## src/rtl/core/moving_average_crossover_signal_defines.svh

```systemverilog
// ----------------------------------------------------------------------------
// moving average crossover signal: assertion macros
// clocked, reset-qualified concurrent assertion helpers
// ----------------------------------------------------------------------------
`ifndef MOVING_AVERAGE_CROSSOVER_SIGNAL_DEFINES_SVH
`define MOVING_AVERAGE_CROSSOVER_SIGNAL_DEFINES_SVH

// generic form with explicit clock and active-low reset
`define MAC_ASSERT(lbl, clk, rst_n, prop, msg) \
  lbl: assert property (@(posedge clk) disable iff (!rst_n) prop) \
    else $error(msg);

// shorthand for the block's own clock and reset names
`define MAC_ASSERT_CLK(lbl, prop, msg) \
  `MAC_ASSERT(lbl, clk_i, rst_ni, prop, msg)

`endif

```

## src/rtl/core/mac_pkg.sv

```systemverilog
// ----------------------------------------------------------------------------
// mac_pkg
// shared widths, codes, types and saturating helpers
// ----------------------------------------------------------------------------
package mac_pkg;

  localparam int unsigned PRICE_W   = 24;
  localparam int unsigned OFFSET_W  = 16;
  localparam int unsigned CFG_IDX_W = 2;

  localparam logic [CFG_IDX_W-1:0] REG_STOP_OFFSET  = CFG_IDX_W'(0);
  localparam logic [CFG_IDX_W-1:0] REG_LIMIT_OFFSET = CFG_IDX_W'(1);

  localparam logic [OFFSET_W-1:0] STOP_OFFSET_RST  = OFFSET_W'(200);
  localparam logic [OFFSET_W-1:0] LIMIT_OFFSET_RST = OFFSET_W'(50);

  localparam logic [PRICE_W-1:0] PRICE_MAX = {PRICE_W{1'b1}};

  typedef enum logic [1:0] {
    SIG_NONE  = 2'd0,
    SIG_LONG  = 2'd1,
    SIG_SHORT = 2'd2
  } sig_e;

  typedef struct packed {
    sig_e               sig;
    logic [PRICE_W-1:0] stop;
    logic [PRICE_W-1:0] limit;
    logic [PRICE_W-1:0] avg;
  } result_t;

  // price plus offset, clamped at full scale
  function automatic logic [PRICE_W-1:0] sat_add(input logic [PRICE_W-1:0] a,
                                                 input logic [OFFSET_W-1:0] b);
    logic [PRICE_W:0] s;
    s = {1'b0, a} + {{(PRICE_W + 1 - OFFSET_W){1'b0}}, b};
    return s[PRICE_W] ? PRICE_MAX : s[PRICE_W-1:0];
  endfunction

  // price minus offset, clamped at zero
  function automatic logic [PRICE_W-1:0] sat_sub(input logic [PRICE_W-1:0] a,
                                                 input logic [OFFSET_W-1:0] b);
    logic [PRICE_W-1:0] bx;
    bx = {{(PRICE_W - OFFSET_W){1'b0}}, b};
    return (a > bx) ? (a - bx) : '0;
  endfunction

endpackage

```

## src/rtl/core/mac_price_if.sv

```systemverilog
// ----------------------------------------------------------------------------
// mac_price_if
// valid/ready channel carrying one price sample per transaction
// ----------------------------------------------------------------------------
interface mac_price_if;
  import mac_pkg::*;

  logic               valid;
  logic               ready;
  logic [PRICE_W-1:0] price;

  modport source (output valid, output price, input ready);
  modport sink   (input valid, input price, output ready);
endinterface

```

## src/rtl/core/mac_result_if.sv

```systemverilog
// ----------------------------------------------------------------------------
// mac_result_if
// valid/ready channel carrying one crossover result per transaction
// ----------------------------------------------------------------------------
interface mac_result_if;
  import mac_pkg::*;

  logic               valid;
  logic               ready;
  logic [1:0]         signal;
  logic [PRICE_W-1:0] stop_price;
  logic [PRICE_W-1:0] limit_price;
  logic [PRICE_W-1:0] average_price;

  modport source (output valid, output signal, output stop_price,
                  output limit_price, output average_price, input ready);
  modport sink   (input valid, input signal, input stop_price,
                  input limit_price, input average_price, output ready);
endinterface

```

## src/rtl/core/mac_cell.sv

```systemverilog
// ----------------------------------------------------------------------------
// mac_cell
// one window slot: holds a sample and passes it on at each shift
// ----------------------------------------------------------------------------
module mac_cell (
  input  logic                   clk_i,
  input  logic                   shift_i,
  input  logic [mac_pkg::PRICE_W-1:0] sample_i,
  output logic [mac_pkg::PRICE_W-1:0] sample_o
);
  import mac_pkg::*;

  logic [PRICE_W-1:0] sample_q;

  // payload only, no reset: slots are meaningless until written
  always_ff @(posedge clk_i) begin
    if (shift_i) begin
      sample_q <= sample_i;
    end
  end

  assign sample_o = sample_q;

endmodule

```

## src/rtl/core/mac_chain.sv

```systemverilog
// ----------------------------------------------------------------------------
// mac_chain
// row of window cells; newest sample at the head, oldest at the tail
// ----------------------------------------------------------------------------
module mac_chain #(
  parameter int unsigned WINDOW_LEN = 32
) (
  input  logic                        clk_i,
  input  logic                        shift_i,
  input  logic [mac_pkg::PRICE_W-1:0] price_i,
  output logic [mac_pkg::PRICE_W-1:0] newest_o,
  output logic [mac_pkg::PRICE_W-1:0] oldest_o
);
  import mac_pkg::*;

  logic [PRICE_W-1:0] tap [WINDOW_LEN];

  for (genvar k = 0; k < WINDOW_LEN; k++) begin : g_cell
    if (k == 0) begin : g_head
      mac_cell u_cell (
        .clk_i    (clk_i),
        .shift_i  (shift_i),
        .sample_i (price_i),
        .sample_o (tap[k])
      );
    end else begin : g_body
      mac_cell u_cell (
        .clk_i    (clk_i),
        .shift_i  (shift_i),
        .sample_i (tap[k-1]),
        .sample_o (tap[k])
      );
    end
  end

  assign newest_o = tap[0];
  assign oldest_o = tap[WINDOW_LEN-1];

endmodule

```

## src/rtl/core/mac_track.sv

```systemverilog
// ----------------------------------------------------------------------------
// mac_track
// running sum, warm-up count, last trade price and crossover decision
// ----------------------------------------------------------------------------
module mac_track #(
  parameter int unsigned WINDOW_LEN = 32
) (
  input  logic                         clk_i,
  input  logic                         rst_ni,
  input  logic                         accept_i,
  input  logic [mac_pkg::PRICE_W-1:0]  price_i,
  input  logic [mac_pkg::PRICE_W-1:0]  newest_i,
  input  logic [mac_pkg::PRICE_W-1:0]  oldest_i,
  input  logic [mac_pkg::OFFSET_W-1:0] stop_off_i,
  input  logic [mac_pkg::OFFSET_W-1:0] limit_off_i,
  output mac_pkg::result_t             result_o
);
  import mac_pkg::*;

  localparam int unsigned LOG2_W = $clog2(WINDOW_LEN);
  localparam int unsigned SUM_W  = PRICE_W + LOG2_W;
  localparam int unsigned CNT_W  = $clog2(WINDOW_LEN + 2);
  localparam logic [CNT_W-1:0] CNT_FULL = CNT_W'(WINDOW_LEN);
  localparam logic [CNT_W-1:0] CNT_SAT  = CNT_W'(WINDOW_LEN + 1);

  logic [SUM_W-1:0]   sum_q, sum_d;
  logic [CNT_W-1:0]   count_q, count_d;
  logic [PRICE_W-1:0] last_q, last_d;
  logic               full;
  logic [PRICE_W-1:0] drop;
  logic [PRICE_W-1:0] avg;
  logic               armed, go_long, go_short;

  // tail slot holds real data only once the window has wrapped
  assign full = (count_q >= CNT_FULL);
  assign drop = full ? oldest_i : '0;

  assign sum_d = sum_q - {{LOG2_W{1'b0}}, drop} + {{LOG2_W{1'b0}}, price_i};
  assign avg   = sum_d[SUM_W-1 -: PRICE_W];

  assign count_d = (count_q == CNT_SAT) ? count_q : count_q + CNT_W'(1);

  assign armed    = full && (avg != '0) && (price_i != last_q);
  assign go_long  = armed && (newest_i < avg) && (price_i >= avg);
  assign go_short = armed && (newest_i > avg) && (price_i <= avg);

  always_comb begin
    result_o     = '0;
    result_o.sig = SIG_NONE;
    result_o.avg = avg;
    last_d       = last_q;
    if (go_long) begin
      result_o.sig   = SIG_LONG;
      result_o.stop  = sat_sub(price_i, stop_off_i);
      result_o.limit = sat_add(price_i, limit_off_i);
      last_d         = price_i;
    end else if (go_short) begin
      result_o.sig   = SIG_SHORT;
      result_o.stop  = sat_add(price_i, stop_off_i);
      result_o.limit = sat_sub(price_i, limit_off_i);
      last_d         = price_i;
    end
  end

  always_ff @(posedge clk_i or negedge rst_ni) begin
    if (!rst_ni) begin
      sum_q   <= '0;
      count_q <= '0;
      last_q  <= '0;
    end else if (accept_i) begin
      sum_q   <= sum_d;
      count_q <= count_d;
      last_q  <= last_d;
    end
  end

endmodule

```

## src/rtl/core/moving_average_crossover_signal.sv

```systemverilog
// a result appears in the cycle after its price sample is accepted
// throughput: one sample per cycle unless a result waits; the running-sum update (subtract tail
//   cell, add new sample, shift) and the crossover compares take effect as each sample is accepted
// a result left waiting holds off the input; taken, a new sample enters that cycle
// reset: sum, sample count and last trade price clear; offsets return to 200/50
// ----------------------------------------------------------------------------
// moving_average_crossover_signal
// sma crossover trade signal with stop and limit prices over a cell chain
// ----------------------------------------------------------------------------
`include "moving_average_crossover_signal_defines.svh"

module moving_average_crossover_signal #(
  // window length, power of two in 2..256
  parameter int unsigned WINDOW_LEN = 32
) (
  input  logic                          clk_i,
  input  logic                          rst_ni,
  input  logic                          cfg_we_i,
  input  logic [mac_pkg::CFG_IDX_W-1:0] cfg_idx_i,
  input  logic [mac_pkg::OFFSET_W-1:0]  cfg_data_i,
  mac_price_if.sink                     price_i,
  mac_result_if.source                  result_o
);
  import mac_pkg::*;

  // offsets, to be written by the user only while the block is idle; the block leaves this to the user
  logic [OFFSET_W-1:0] stop_off_q;
  logic [OFFSET_W-1:0] limit_off_q;

  logic               in_acc;
  logic [PRICE_W-1:0] newest, oldest;
  result_t            res_d, res_q;
  logic               out_valid_q;

  // result register status, used by the checks below
  logic               out_held;
  logic               out_trade;
  logic               out_idle;

  // output register parts the channels: accept whenever the slot frees up
  assign price_i.ready = !out_valid_q || result_o.ready;
  assign in_acc        = price_i.valid && price_i.ready;

  always_ff @(posedge clk_i or negedge rst_ni) begin
    if (!rst_ni) begin
      stop_off_q  <= STOP_OFFSET_RST;
      limit_off_q <= LIMIT_OFFSET_RST;
    end else if (cfg_we_i) begin
      unique case (cfg_idx_i)
        REG_STOP_OFFSET:  stop_off_q  <= cfg_data_i;
        REG_LIMIT_OFFSET: limit_off_q <= cfg_data_i;
        default: ;  // index beyond the register list: dropped
      endcase
    end
  end

  // window: each accepted sample shifts one cell toward the tail
  mac_chain #(
    .WINDOW_LEN (WINDOW_LEN)
  ) u_chain (
    .clk_i    (clk_i),
    .shift_i  (in_acc),
    .price_i  (price_i.price),
    .newest_o (newest),
    .oldest_o (oldest)
  );

  // decision uses the head cell before the shift as the previous sample
  mac_track #(
    .WINDOW_LEN (WINDOW_LEN)
  ) u_track (
    .clk_i       (clk_i),
    .rst_ni      (rst_ni),
    .accept_i    (in_acc),
    .price_i     (price_i.price),
    .newest_i    (newest),
    .oldest_i    (oldest),
    .stop_off_i  (stop_off_q),
    .limit_off_i (limit_off_q),
    .result_o    (res_d)
  );

  always_ff @(posedge clk_i or negedge rst_ni) begin
    if (!rst_ni) begin
      out_valid_q <= 1'b0;
    end else if (in_acc) begin
      out_valid_q <= 1'b1;
    end else if (result_o.ready) begin
      out_valid_q <= 1'b0;
    end
  end

  // result payload, no reset needed
  always_ff @(posedge clk_i) begin
    if (in_acc) begin
      res_q <= res_d;
    end
  end

  assign result_o.valid         = out_valid_q;
  assign result_o.signal        = res_q.sig;
  assign result_o.stop_price    = res_q.stop;
  assign result_o.limit_price   = res_q.limit;
  assign result_o.average_price = res_q.avg;

  assign out_held  = out_valid_q && !result_o.ready;
  assign out_trade = out_valid_q && (res_q.sig != SIG_NONE);
  assign out_idle  = out_valid_q && (res_q.sig == SIG_NONE);

  // input is held off only by a waiting, untaken result
  `MAC_ASSERT_CLK(a_backpressure_src, !price_i.ready |-> out_held, "stall without pending result")

  // every accepted sample leaves a result in the output register
  `MAC_ASSERT_CLK(a_result_follows, in_acc |=> out_valid_q, "accepted sample produced no result")

  // a trade is never given against a zero average
  `MAC_ASSERT_CLK(a_trade_avg_nonzero, out_trade |-> (res_q.avg != '0), "trade with zero average")

  // no-trade results carry zero stop and limit prices
  `MAC_ASSERT_CLK(a_idle_prices_zero, out_idle |-> ({res_q.stop, res_q.limit} == '0), "idle prices")

endmodule
```

## src/flat_wrapper.sv

```systemverilog
// flat-port wrapper written by rule: the top's interface ports become plain ports
module moving_average_crossover_signal_flat import mac_pkg::*;
#(
                                          
  parameter int unsigned WINDOW_LEN = 32
)
  (clk_i, rst_ni, cfg_we_i, cfg_idx_i, cfg_data_i, price_i_valid, price_i_price, price_i_ready, result_o_valid, result_o_signal, result_o_stop_price, result_o_limit_price, result_o_average_price, result_o_ready);
  mac_price_if price_i_i ();
  mac_result_if result_o_i ();
  input  logic clk_i;
  input  logic rst_ni;
  input  logic cfg_we_i;
  input  logic [mac_pkg::CFG_IDX_W-1:0] cfg_idx_i;
  input  logic [mac_pkg::OFFSET_W-1:0] cfg_data_i;
  input wire logic [$bits(price_i_i.valid)-1:0] price_i_valid;
  input wire logic [$bits(price_i_i.price)-1:0] price_i_price;
  output wire logic [$bits(price_i_i.ready)-1:0] price_i_ready;
  output wire logic [$bits(result_o_i.valid)-1:0] result_o_valid;
  output wire logic [$bits(result_o_i.signal)-1:0] result_o_signal;
  output wire logic [$bits(result_o_i.stop_price)-1:0] result_o_stop_price;
  output wire logic [$bits(result_o_i.limit_price)-1:0] result_o_limit_price;
  output wire logic [$bits(result_o_i.average_price)-1:0] result_o_average_price;
  input wire logic [$bits(result_o_i.ready)-1:0] result_o_ready;
  assign price_i_i.valid = price_i_valid;
  assign price_i_i.price = price_i_price;
  assign price_i_ready = price_i_i.ready;
  assign result_o_valid = result_o_i.valid;
  assign result_o_signal = result_o_i.signal;
  assign result_o_stop_price = result_o_i.stop_price;
  assign result_o_limit_price = result_o_i.limit_price;
  assign result_o_average_price = result_o_i.average_price;
  assign result_o_i.ready = result_o_ready;
  moving_average_crossover_signal #(.WINDOW_LEN(WINDOW_LEN)) u_core (.clk_i(clk_i), .rst_ni(rst_ni), .cfg_we_i(cfg_we_i), .cfg_idx_i(cfg_idx_i), .cfg_data_i(cfg_data_i), .price_i(price_i_i), .result_o(result_o_i));
endmodule
```

## config.mk

```make
export PLATFORM = sky130hd
export DESIGN_NAME = moving_average_crossover_signal_flat
export DESIGN_NICKNAME = d
export VERILOG_FILES = /design/src/rtl/core/mac_pkg.sv /design/src/rtl/core/mac_price_if.sv /design/src/rtl/core/mac_result_if.sv /design/src/rtl/core/mac_cell.sv /design/src/rtl/core/mac_chain.sv /design/src/rtl/core/mac_track.sv /design/src/rtl/core/moving_average_crossover_signal.sv /design/src/flat_wrapper.sv
export VERILOG_INCLUDE_DIRS = /design/src /design/src/rtl/core
export SDC_FILE = /design/constraint.sdc
export NUM_CORES = 1
export LEC_CHECK = 0
export ABC_AREA = 1
export BUFFER_PORTS_ARGS = -buffer_cell sky130_fd_sc_hd__buf_2
export CAP_MARGIN = 0
export CORE_MARGIN = 2
export CORE_UTILIZATION = 60
export CTS_BUF_LIST = sky130_fd_sc_hd__clkbuf_8 sky130_fd_sc_hd__clkbuf_16
export DETAILED_ROUTE_END_ITERATION = 8
export PLACE_DENSITY = 0.84
export SYNTH_ARGS = -nofsm -noshare
export SYNTH_HDL_FRONTEND = slang
export SYNTH_SLANG_ARGS = --single-unit
```

## constraint.sdc

```tcl
create_clock -name clk_i -period 58.7 [get_ports clk_i]
set_input_delay 2.935 -clock clk_i [delete_from_list [all_inputs] [get_ports clk_i]]
set_output_delay 2.935 -clock clk_i [all_outputs]
set_load 0.1 [all_outputs]
```

==> results of run 1 <==
-- state kept, by name, summed over array words and instances (netlist names) --
signal / count
u_core.u_track.sum_q: 29
u_core.limit_off_q: 16
u_core.u_track.last_q: 24
u_core.result_o.stop_price: 24
u_core.u_chain.g_cell.g_head.u_cell.sample_o: 24
u_core.result_o.valid: 1
u_core.result_o.limit_price: 24
u_core.result_o.average_price: 24
u_core.u_track.count_q: 6
u_core.result_o.signal: 2
u_core.u_chain.g_cell.g_body.u_cell.sample_o: 744
u_core.stop_off_q: 16
-- metrics by stage --
stage / util / instance area, um^2 / power, mW / setup WS [ns]
after CTS: 0.675 / 42400 / 2.48 / 50.42
after floorplan: - / 37800 / 1.65 / 29.83
after global placement: 0.627 / 39400 / 1.86 / 49.91
after global routing: 0.675 / 42400 / 2.61 / 50.05
final: 0.675 / 42400 / 2.47 / 50.34
after detailed placement: 0.627 / 39400 / 1.88 / 49.75
-- worst max-delay path: stages --
cell	delay, ns
buf_2	0.25
inv_1	0.27
fa_1	0.60
inv_1	0.08
ha_1	0.32
nand3_1	0.08
nand3_1	0.21
nand2_1	0.12
nand2_1	0.15
nand2_1	0.10
nand2_1	0.14
xor2_1	0.53
inv_1	0.18
ha_1	0.32
nand2_1	0.09
nor2_1	0.04
a221oi_1	0.53
inv_1	0.11
nand4_1	0.15
nand3_2	0.12
a21oi_4	0.61
nand2_2	0.56
o21ai_1	0.32
-- power groups by stage --
| stage | registers [mW] | clock network [mW] | logic (mW) |
|---|---|---|---|
| 3_3_place_gp | 0.887 | 0 | 0.969 |
| 6_report | 0.880 | 0.584 | 1.01 |
| 4_1_cts | 0.881 | 0.596 | 1.00 |
| 5_1_grt | 0.887 | 0.619 | 1.11 |
| 3_5_place_dp | 0.890 | 0 | 0.989 |
| 2_1_floorplan | 1.07 | 0 | 0.575 |
-- layout by cell type (no fill, tap or decap), drive strengths merged, types with 10 or more instances in the layout --
| cell type | netlist | routed |
|---|---|---|
| xnor2 | 26 | 26 |
| dfrtp | 86 | 86 |
| ha | 136 | 136 |
| nand4 | 25 | 25 |
| xor2 | 87 | 87 |
| inv | 382 | 403 |
| o21ai | 190 | 190 |
| nand3 | 107 | 107 |
| nor2 | 136 | 136 |
| clkbuf | 36 | 95 |
| fa | 28 | 28 |
| a21oi | 108 | 108 |
| edfxtp | 842 | 842 |
| buf | 17 | 134 |
| nor4 | 10 | 10 |
| nand3b | 10 | 10 |
| nor3 | 23 | 23 |
| clkinv | 2 | 37 |
| nand2 | 486 | 486 |
-- Yosys cell counts (3+ instances only) --
master | number | area [um^2]
edfxtp_1 | 842 | 25300
nand2_1 | 473 | 1780
inv_1 | 373 | 1400
o21ai_0 | 149 | 746
ha_1 | 136 | 1700
nor2_1 | 125 | 469
a21oi_1 | 105 | 526
nand3_1 | 103 | 515
dfrtp_1 | 86 | 2150
xor2_1 | 86 | 753
clkbuf_1 | 36 | 135
fa_1 | 28 | 561
o21ai_1 | 28 | 140
xnor2_1 | 26 | 228
nand4_1 | 23 | 144
nor3_1 | 23 | 115
o21ai_2 | 13 | 114
nand2_2 | 10 | 62.6
nand3b_1 | 10 | 75.1
nor4_1 | 10 | 62.6
inv_2 | 9 | 33.8
nor2_2 | 9 | 56.3
o21bai_1 | 8 | 60.1
a21o_1 | 6 | 45.0
buf_2 | 6 | 30.0
dfstp_2 | 6 | 158
or2_2 | 5 | 31.3
a31oi_1 | 4 | 25.0
buf_4 | 4 | 30.0
buf_6 | 4 | 45.0
nand3_2 | 4 | 40.0
a211oi_1 | 3 | 22.5
a221oi_1 | 3 | 26.3
buf_1 | 3 | 11.3
nand2_4 | 3 | 33.8
o31ai_1 | 3 | 22.5
-- kinds of logic (layout without fill, tap and decap cells) --
family / Yosys count / in the layout
AO/OA/AOI/OAI: 335 / 335
XOR/XNOR: 113 / 113
adder cells (fa/ha/maj): 164 / 164
buffers and inverters: 437 / 684
flip-flops: 934 / 934
AND/OR/NAND/NOR: 805 / 805
-- area by class of cell --
class / count / area share
sequential: 934 / 0.651
multi-input combinational: 1417 / 0.202
clock buffer: 95 / 0.0553
inverter: 384 / 0.0342
tap: 846 / 0.0250
timing repair buffer: 134 / 0.0169
clock inverter: 71 / 0.0158
-- layer usage --
layer / part of all wire / wire (um)
met3: 0.060 / 4880
met4: 0.032 / 2600
met1: 0.42 / 34400
met5: 0.00033 / 27
met2: 0.49 / 39900
-- path summary, 6_finish.rpt --
kind                                           startpoint                               to  slack, ns  cells after the start
worst min-delay path                                 flop                             flop       0.41                      0
worst max-delay path                     price_i_price[1]  u_core.result_o.limit_price[19]      50.34                     23
worst min register to register                       flop                             flop       0.41                      0
worst max register to register  u_core.u_track.count_q[5]  u_core.result_o.limit_price[19]      52.23                     24
max in group asynchronous                          rst_ni         u_core.u_track.sum_q[13]      55.19                      2
min in group asynchronous                          rst_ni           u_core.limit_off_q[14]       2.24                      1
==> results.py, run 1 <==
metrics = {
    "cells_and_area": {
        "fillers": 4286,
        "final_net_count": 3172,
        "seq_area_um2": 27600,
        "area_growth_pct": 12.0,
        "stdcell_count": 3881,
        "drive_gt1_frac": 0.112,
        "multi_input_comb_area_um2": 8550,
        "diodes": 0,
    },
    "grt": {
        "grt_pass1_wl_mm": 122,
        "grt.overflow.total": 0,
        "grt_usage": 0.253,
        "gr-usage-met1": 0.346,
        "antenna_found_initial": 2,
        "grtUsageMet3": 0.0391,
        "grtUsageMet2": 0.418,
        "grt_max_degree": 214,
        "first_global_vias": 21350,
        "grt-busiest-layer": "met2",
    },
    "timing": {
        "skew_ns": 0.0250,
        "setup_viol": 0,
        "fin_crit_ns": 8.36,
        "worst_hold_slack_ns": 0.410,
        "maxSlewViolCount": 0,
        "rsz0062_at_grt": "no",
        "relSlewSlack": 0.162,
        "worst_pin_slew_ns": 1.25,
        "min_period_over_period": 0.142,
        "hold_viol_final": 0,
        "tns_ns": 0,
        "max_freq_ghz": 0.120,
    },
    "pwr": {
        "leakage_nw": 17.1,
        "power.density_nw_per_um2": 58.4,
        "switching_share": 0.420,
        "power_frac_comb": 0.408,
        "switching_power_mw": 1.04,
        "peakVddDrop_mv": 0.0419,
        "power_frac_seq": 0.356,
        "intPower_mw": 1.44,
        "pwr-share-clk": 0.236,
    },
    "die": {
        "core_area_um2": 62700,
        "ioPinCount": 123,
        "dieHeight_um": 255,
        "std_cell_rows": 92,
        "dieWidth_um": 255,
        "start_util": 0.603,
        "die_area_um2": 65100,
    },
    "detailed_routing": {
        "drc": 0,
        "firstDrtPassIters": 6,
        "via_per_inst": 5.52,
        "drt-initial-drc-count": 1922,
        "wire_per_inst_um": 21.1,
        "ant_nets": 0,
        "via_count": 21407,
        "wirelength_mm": 81.7,
    },
    "synth": {
        "synthXorXnorAreaFrac": 0.0264,
        "synth_compound_area_frac": 0.0486,
        "yosysWarningCount": 0,
        "async_reset_ff_frac": 0.0985,
        "synth_top_family_by_area": "simple AND/OR/NAND/NOR gates",
        "syn_area_um2": 37800,
        "ys_ff_latch": 934,
        "synth-simple-area-share": 0.0911,
        "synthCells": 2788,
        "syn_area_per_cell_um2": 13.6,
        "dominantRegCellSynth": "edfxtp_1",
        "syn_nets": 2999,
        "synth-seq-area-share": 0.729,
        "synth_edf_count": 842,
        "synth_cell_types": 52,
        "synth-adder-area-share": 0.0598,
        "muxShareOfSynthArea": 0,
    },
    "hold_path": {
        "hp-class": "reg2reg",
    },
    "clocking": {
        "clockBufferDepth": 3,
        "cts_resized": 0,
        "clock-sinks": 934,
        "cts_made_buffers": 90,
        "post-cts-setup-buffer-count": 0,
        "clkSlewWorstSetupHoldPaths_ns": 0.06,
        "hold_buffers": 0,
        "cts-root-buf": "clkbuf_16",
        "insertion_delay_ns": 0.65,
        "cts_tree": "done",
        "ctsHtreeMaxLevel": 3,
    },
    "critical_path": {
        "end_kind": "flop",
        "crit_type": "in2reg",
        "cp_max_fo": 27,
        "crit_path_start_kind": "input pin",
        "cp.arrival_ns": 8.82,
        "worstPathRequired_ns": 59.16,
    },
    "placed_design": {
        "portBuffers": 122,
        "placed_cells": 3715,
        "dp_hpwl_mm": 53.5,
        "place_congestion": 0.910,
    },
    "status": {
        "outcome": "completed",
    },
    "flow_run": {
        "drv_cap": 0,
    },
}
Note: power is estimated with default switching activity, not from simulation.
==> run 2, diff against run 1 <==
CORE_UTILIZATION = 56   (was 60)
PLACE_DENSITY = 0.83   (was 0.84)
clock period = 7 ns   (was 58.7 ns; I/O delays follow)
==> results.py, run 2 (same netlist as run 1, synthesis figures left out) <==
metrics = {
    "grt": {
        "grtUsageMet2": 0.346,
        "antenna_found_initial": 3,
        "grt_pass1_wl_mm": 118,
        "grt_usage": 0.223,
        "gr-usage-met1": 0.316,
        "grt-busiest-layer": "met2",
        "grt_max_degree": 193,
        "grtUsageMet3": 0.0423,
        "first_global_vias": 20877,
        "grt.overflow.total": 0,
    },
    "flow_run": {
        "drv_cap": 0,
    },
    "hold_path": {
        "min_from": "cfg_data_i[13]",
        "hold_end": "u_core.stop_off_q[13]",
        "hp-class": "in2reg",
        "hold_depth": 3,
    },
    "detailed_routing": {
        "wire_per_inst_um": 19.9,
        "via_count": 21411,
        "via_per_inst": 5.46,
        "firstDrtPassIters": 6,
        "wirelength_mm": 77.8,
        "drt-initial-drc-count": 2029,
        "ant_nets": 0,
        "drc": 0,
    },
    "clocking": {
        "post-cts-setup-buffer-count": 0,
        "clock-sinks": 934,
        "cts_resized": 0,
        "insertion_delay_ns": 0.67,
        "cts-root-buf": "clkbuf_16",
        "ctsHtreeMaxLevel": 3,
        "hold_buffers": 14,
        "clockBufferDepth": 3,
        "clkSlewWorstSetupHoldPaths_ns": 0.07,
        "cts_tree": "done",
        "cts_made_buffers": 90,
    },
    "cells_and_area": {
        "drive_gt1_frac": 0.108,
        "final_common_cell": "edfxtp_1",
        "seq_area_um2": 27600,
        "multi_input_comb_area_um2": 8550,
        "final_net_count": 3186,
        "layout_common_cells": "842 x edfxtp_1, 473 x nand2_1, 393 x inv_1",
        "fillers": 4923,
        "final_area_um2": 42500,
        "diodes": 0,
        "largest_reg_flops": 744,
        "area_growth_pct": 12.4,
    },
    "critical_path": {
        "reg2reg_to": "u_core.result_o.stop_price[17]",
        "rrSetupSlack_ns": 1.12,
        "r2r_start": "u_core.u_track.count_q[5]",
        "end_kind": "flop",
        "crit_type": "reg2reg",
        "cp_max_fo": 24,
        "crit_path_start_kind": "flop",
        "reg2regPathDepth": 22,
        "cp.arrival_ns": 6.32,
        "worstPathRequired_ns": 7.44,
    },
    "timing": {
        "relSlewSlack": 0.217,
        "max_freq_ghz": 0.170,
        "hold_viol_final": 0,
        "skew_ns": 0.0404,
        "fin_crit_ns": 5.88,
        "tns_ns": 0,
        "worst_pin_slew_ns": 1.17,
        "setup_viol": 0,
        "rsz0062_at_grt": "no",
        "min_period_over_period": 0.840,
        "maxSlewViolCount": 0,
        "worst_slack_ns": 1.12,
        "worst_hold_slack_ns": 0.0311,
    },
    "die": {
        "core_area_um2": 67000,
        "ioPinCount": 123,
        "std_cell_rows": 95,
        "dieWidth_um": 264,
        "dieHeight_um": 264,
        "die_area_um2": 69700,
        "start_util": 0.564,
    },
    "pwr": {
        "power.density_nw_per_um2": 482,
        "power_frac_seq": 0.361,
        "peakVddDrop_mv": 0.504,
        "power_frac_comb": 0.404,
        "pwr-share-clk": 0.234,
        "leakage_nw": 17.2,
        "intPower_mw": 12.0,
        "switching_power_mw": 8.54,
        "switching_share": 0.416,
    },
    "placed_design": {
        "portBuffers": 122,
        "place_area_um2": 39400,
        "dp_slack_ns": 1.11,
        "place_congestion": 0.921,
        "dp_hpwl_mm": 50.1,
    },
    "status": {
        "outcome": "completed",
    },
}
## run 2: cell types whose count changed in the layout (fill, tap and decap cells not counted), sizes merged
cell / previous run / this run
bufinv: 9 / 8
clkinv: 37 / 39
clkinvlp: 6 / 1
dlygate4sd3: 0 / 14
inv: 403 / 405
## run 2: cell type report
| cell class | count | area share |
|---|---|---|
| clock buffer | 95 | 0.0548 |
| tap | 873 | 0.0257 |
| sequential | 934 | 0.649 |
| timing repair buffer | 148 | 0.0207 |
| clock inverter | 69 | 0.0152 |
| multi-input combinational | 1417 | 0.201 |
| inverter | 384 | 0.0341 |
## run 2: metal layers
metal / vias up / routed length (um)
met5: - / 33
met4: 6 / 2490
met3: 162 / 5850
met2: 812 / 35900
met1: 10449 / 33600
li1: 9982 / -
## run 2: worst max-delay path by stage
stage / cells past startpoint / to / startpoint
3_3_place_gp: 23 / u_core.result_o.limit_price[20] / u_core.u_track.count_q[5]
4_1_cts: 23 / u_core.result_o.limit_price[20] / u_core.u_track.count_q[5]
6_report: 22 / u_core.result_o.stop_price[17] / u_core.u_track.count_q[5]
5_1_grt: 27 / u_core.result_o.limit_price[20] / u_core.u_track.count_q[5]
3_5_place_dp: 23 / u_core.result_o.limit_price[20] / u_core.u_track.count_q[5]
2_1_floorplan: 5 / u_core.result_o.average_price[0] / u_core.result_o.valid
## run 2: critical path: stages (launching register included)
cell and delay, ns:
dfrtp_1 1.04, nand2_1 0.15, inv_1 0.10, fa_1 0.40, inv_1 0.07, ha_1 0.29
nand2_1 0.12, nand3_1 0.27, nand2_1 0.13, nand2_1 0.15, nand2_1 0.10, nand2_1 0.10
xor2_1 0.42, inv_1 0.16, ha_1 0.31, nand2_1 0.06, nor4_1 0.57, nand4_2 0.25
nand3_1 0.15, nand2_2 0.12, nor2_4 0.13, inv_2 0.19, o21ai_1 0.36
## run 2: power by group through the flow
stage / clock network, mW / registers, mW / logic, mW
detailed placement: 0 / 7.50 / 8.10
floorplan: 0 / 8.67 / 4.82
CTS: 4.92 / 7.42 / 8.22
finish: 4.81 / 7.42 / 8.30
global placement: 0 / 7.49 / 7.97
global route: 5.12 / 7.47 / 9.12
## run 2: per-stage QoR
stage,power [mW],utilization,std cells
finish,20.5,0.635,3920
detailed placement,15.6,0.588,3742
CTS,20.6,0.635,3920
global route,21.7,0.635,3920
global placement,15.5,0.588,3742
floorplan,13.5,-,2788
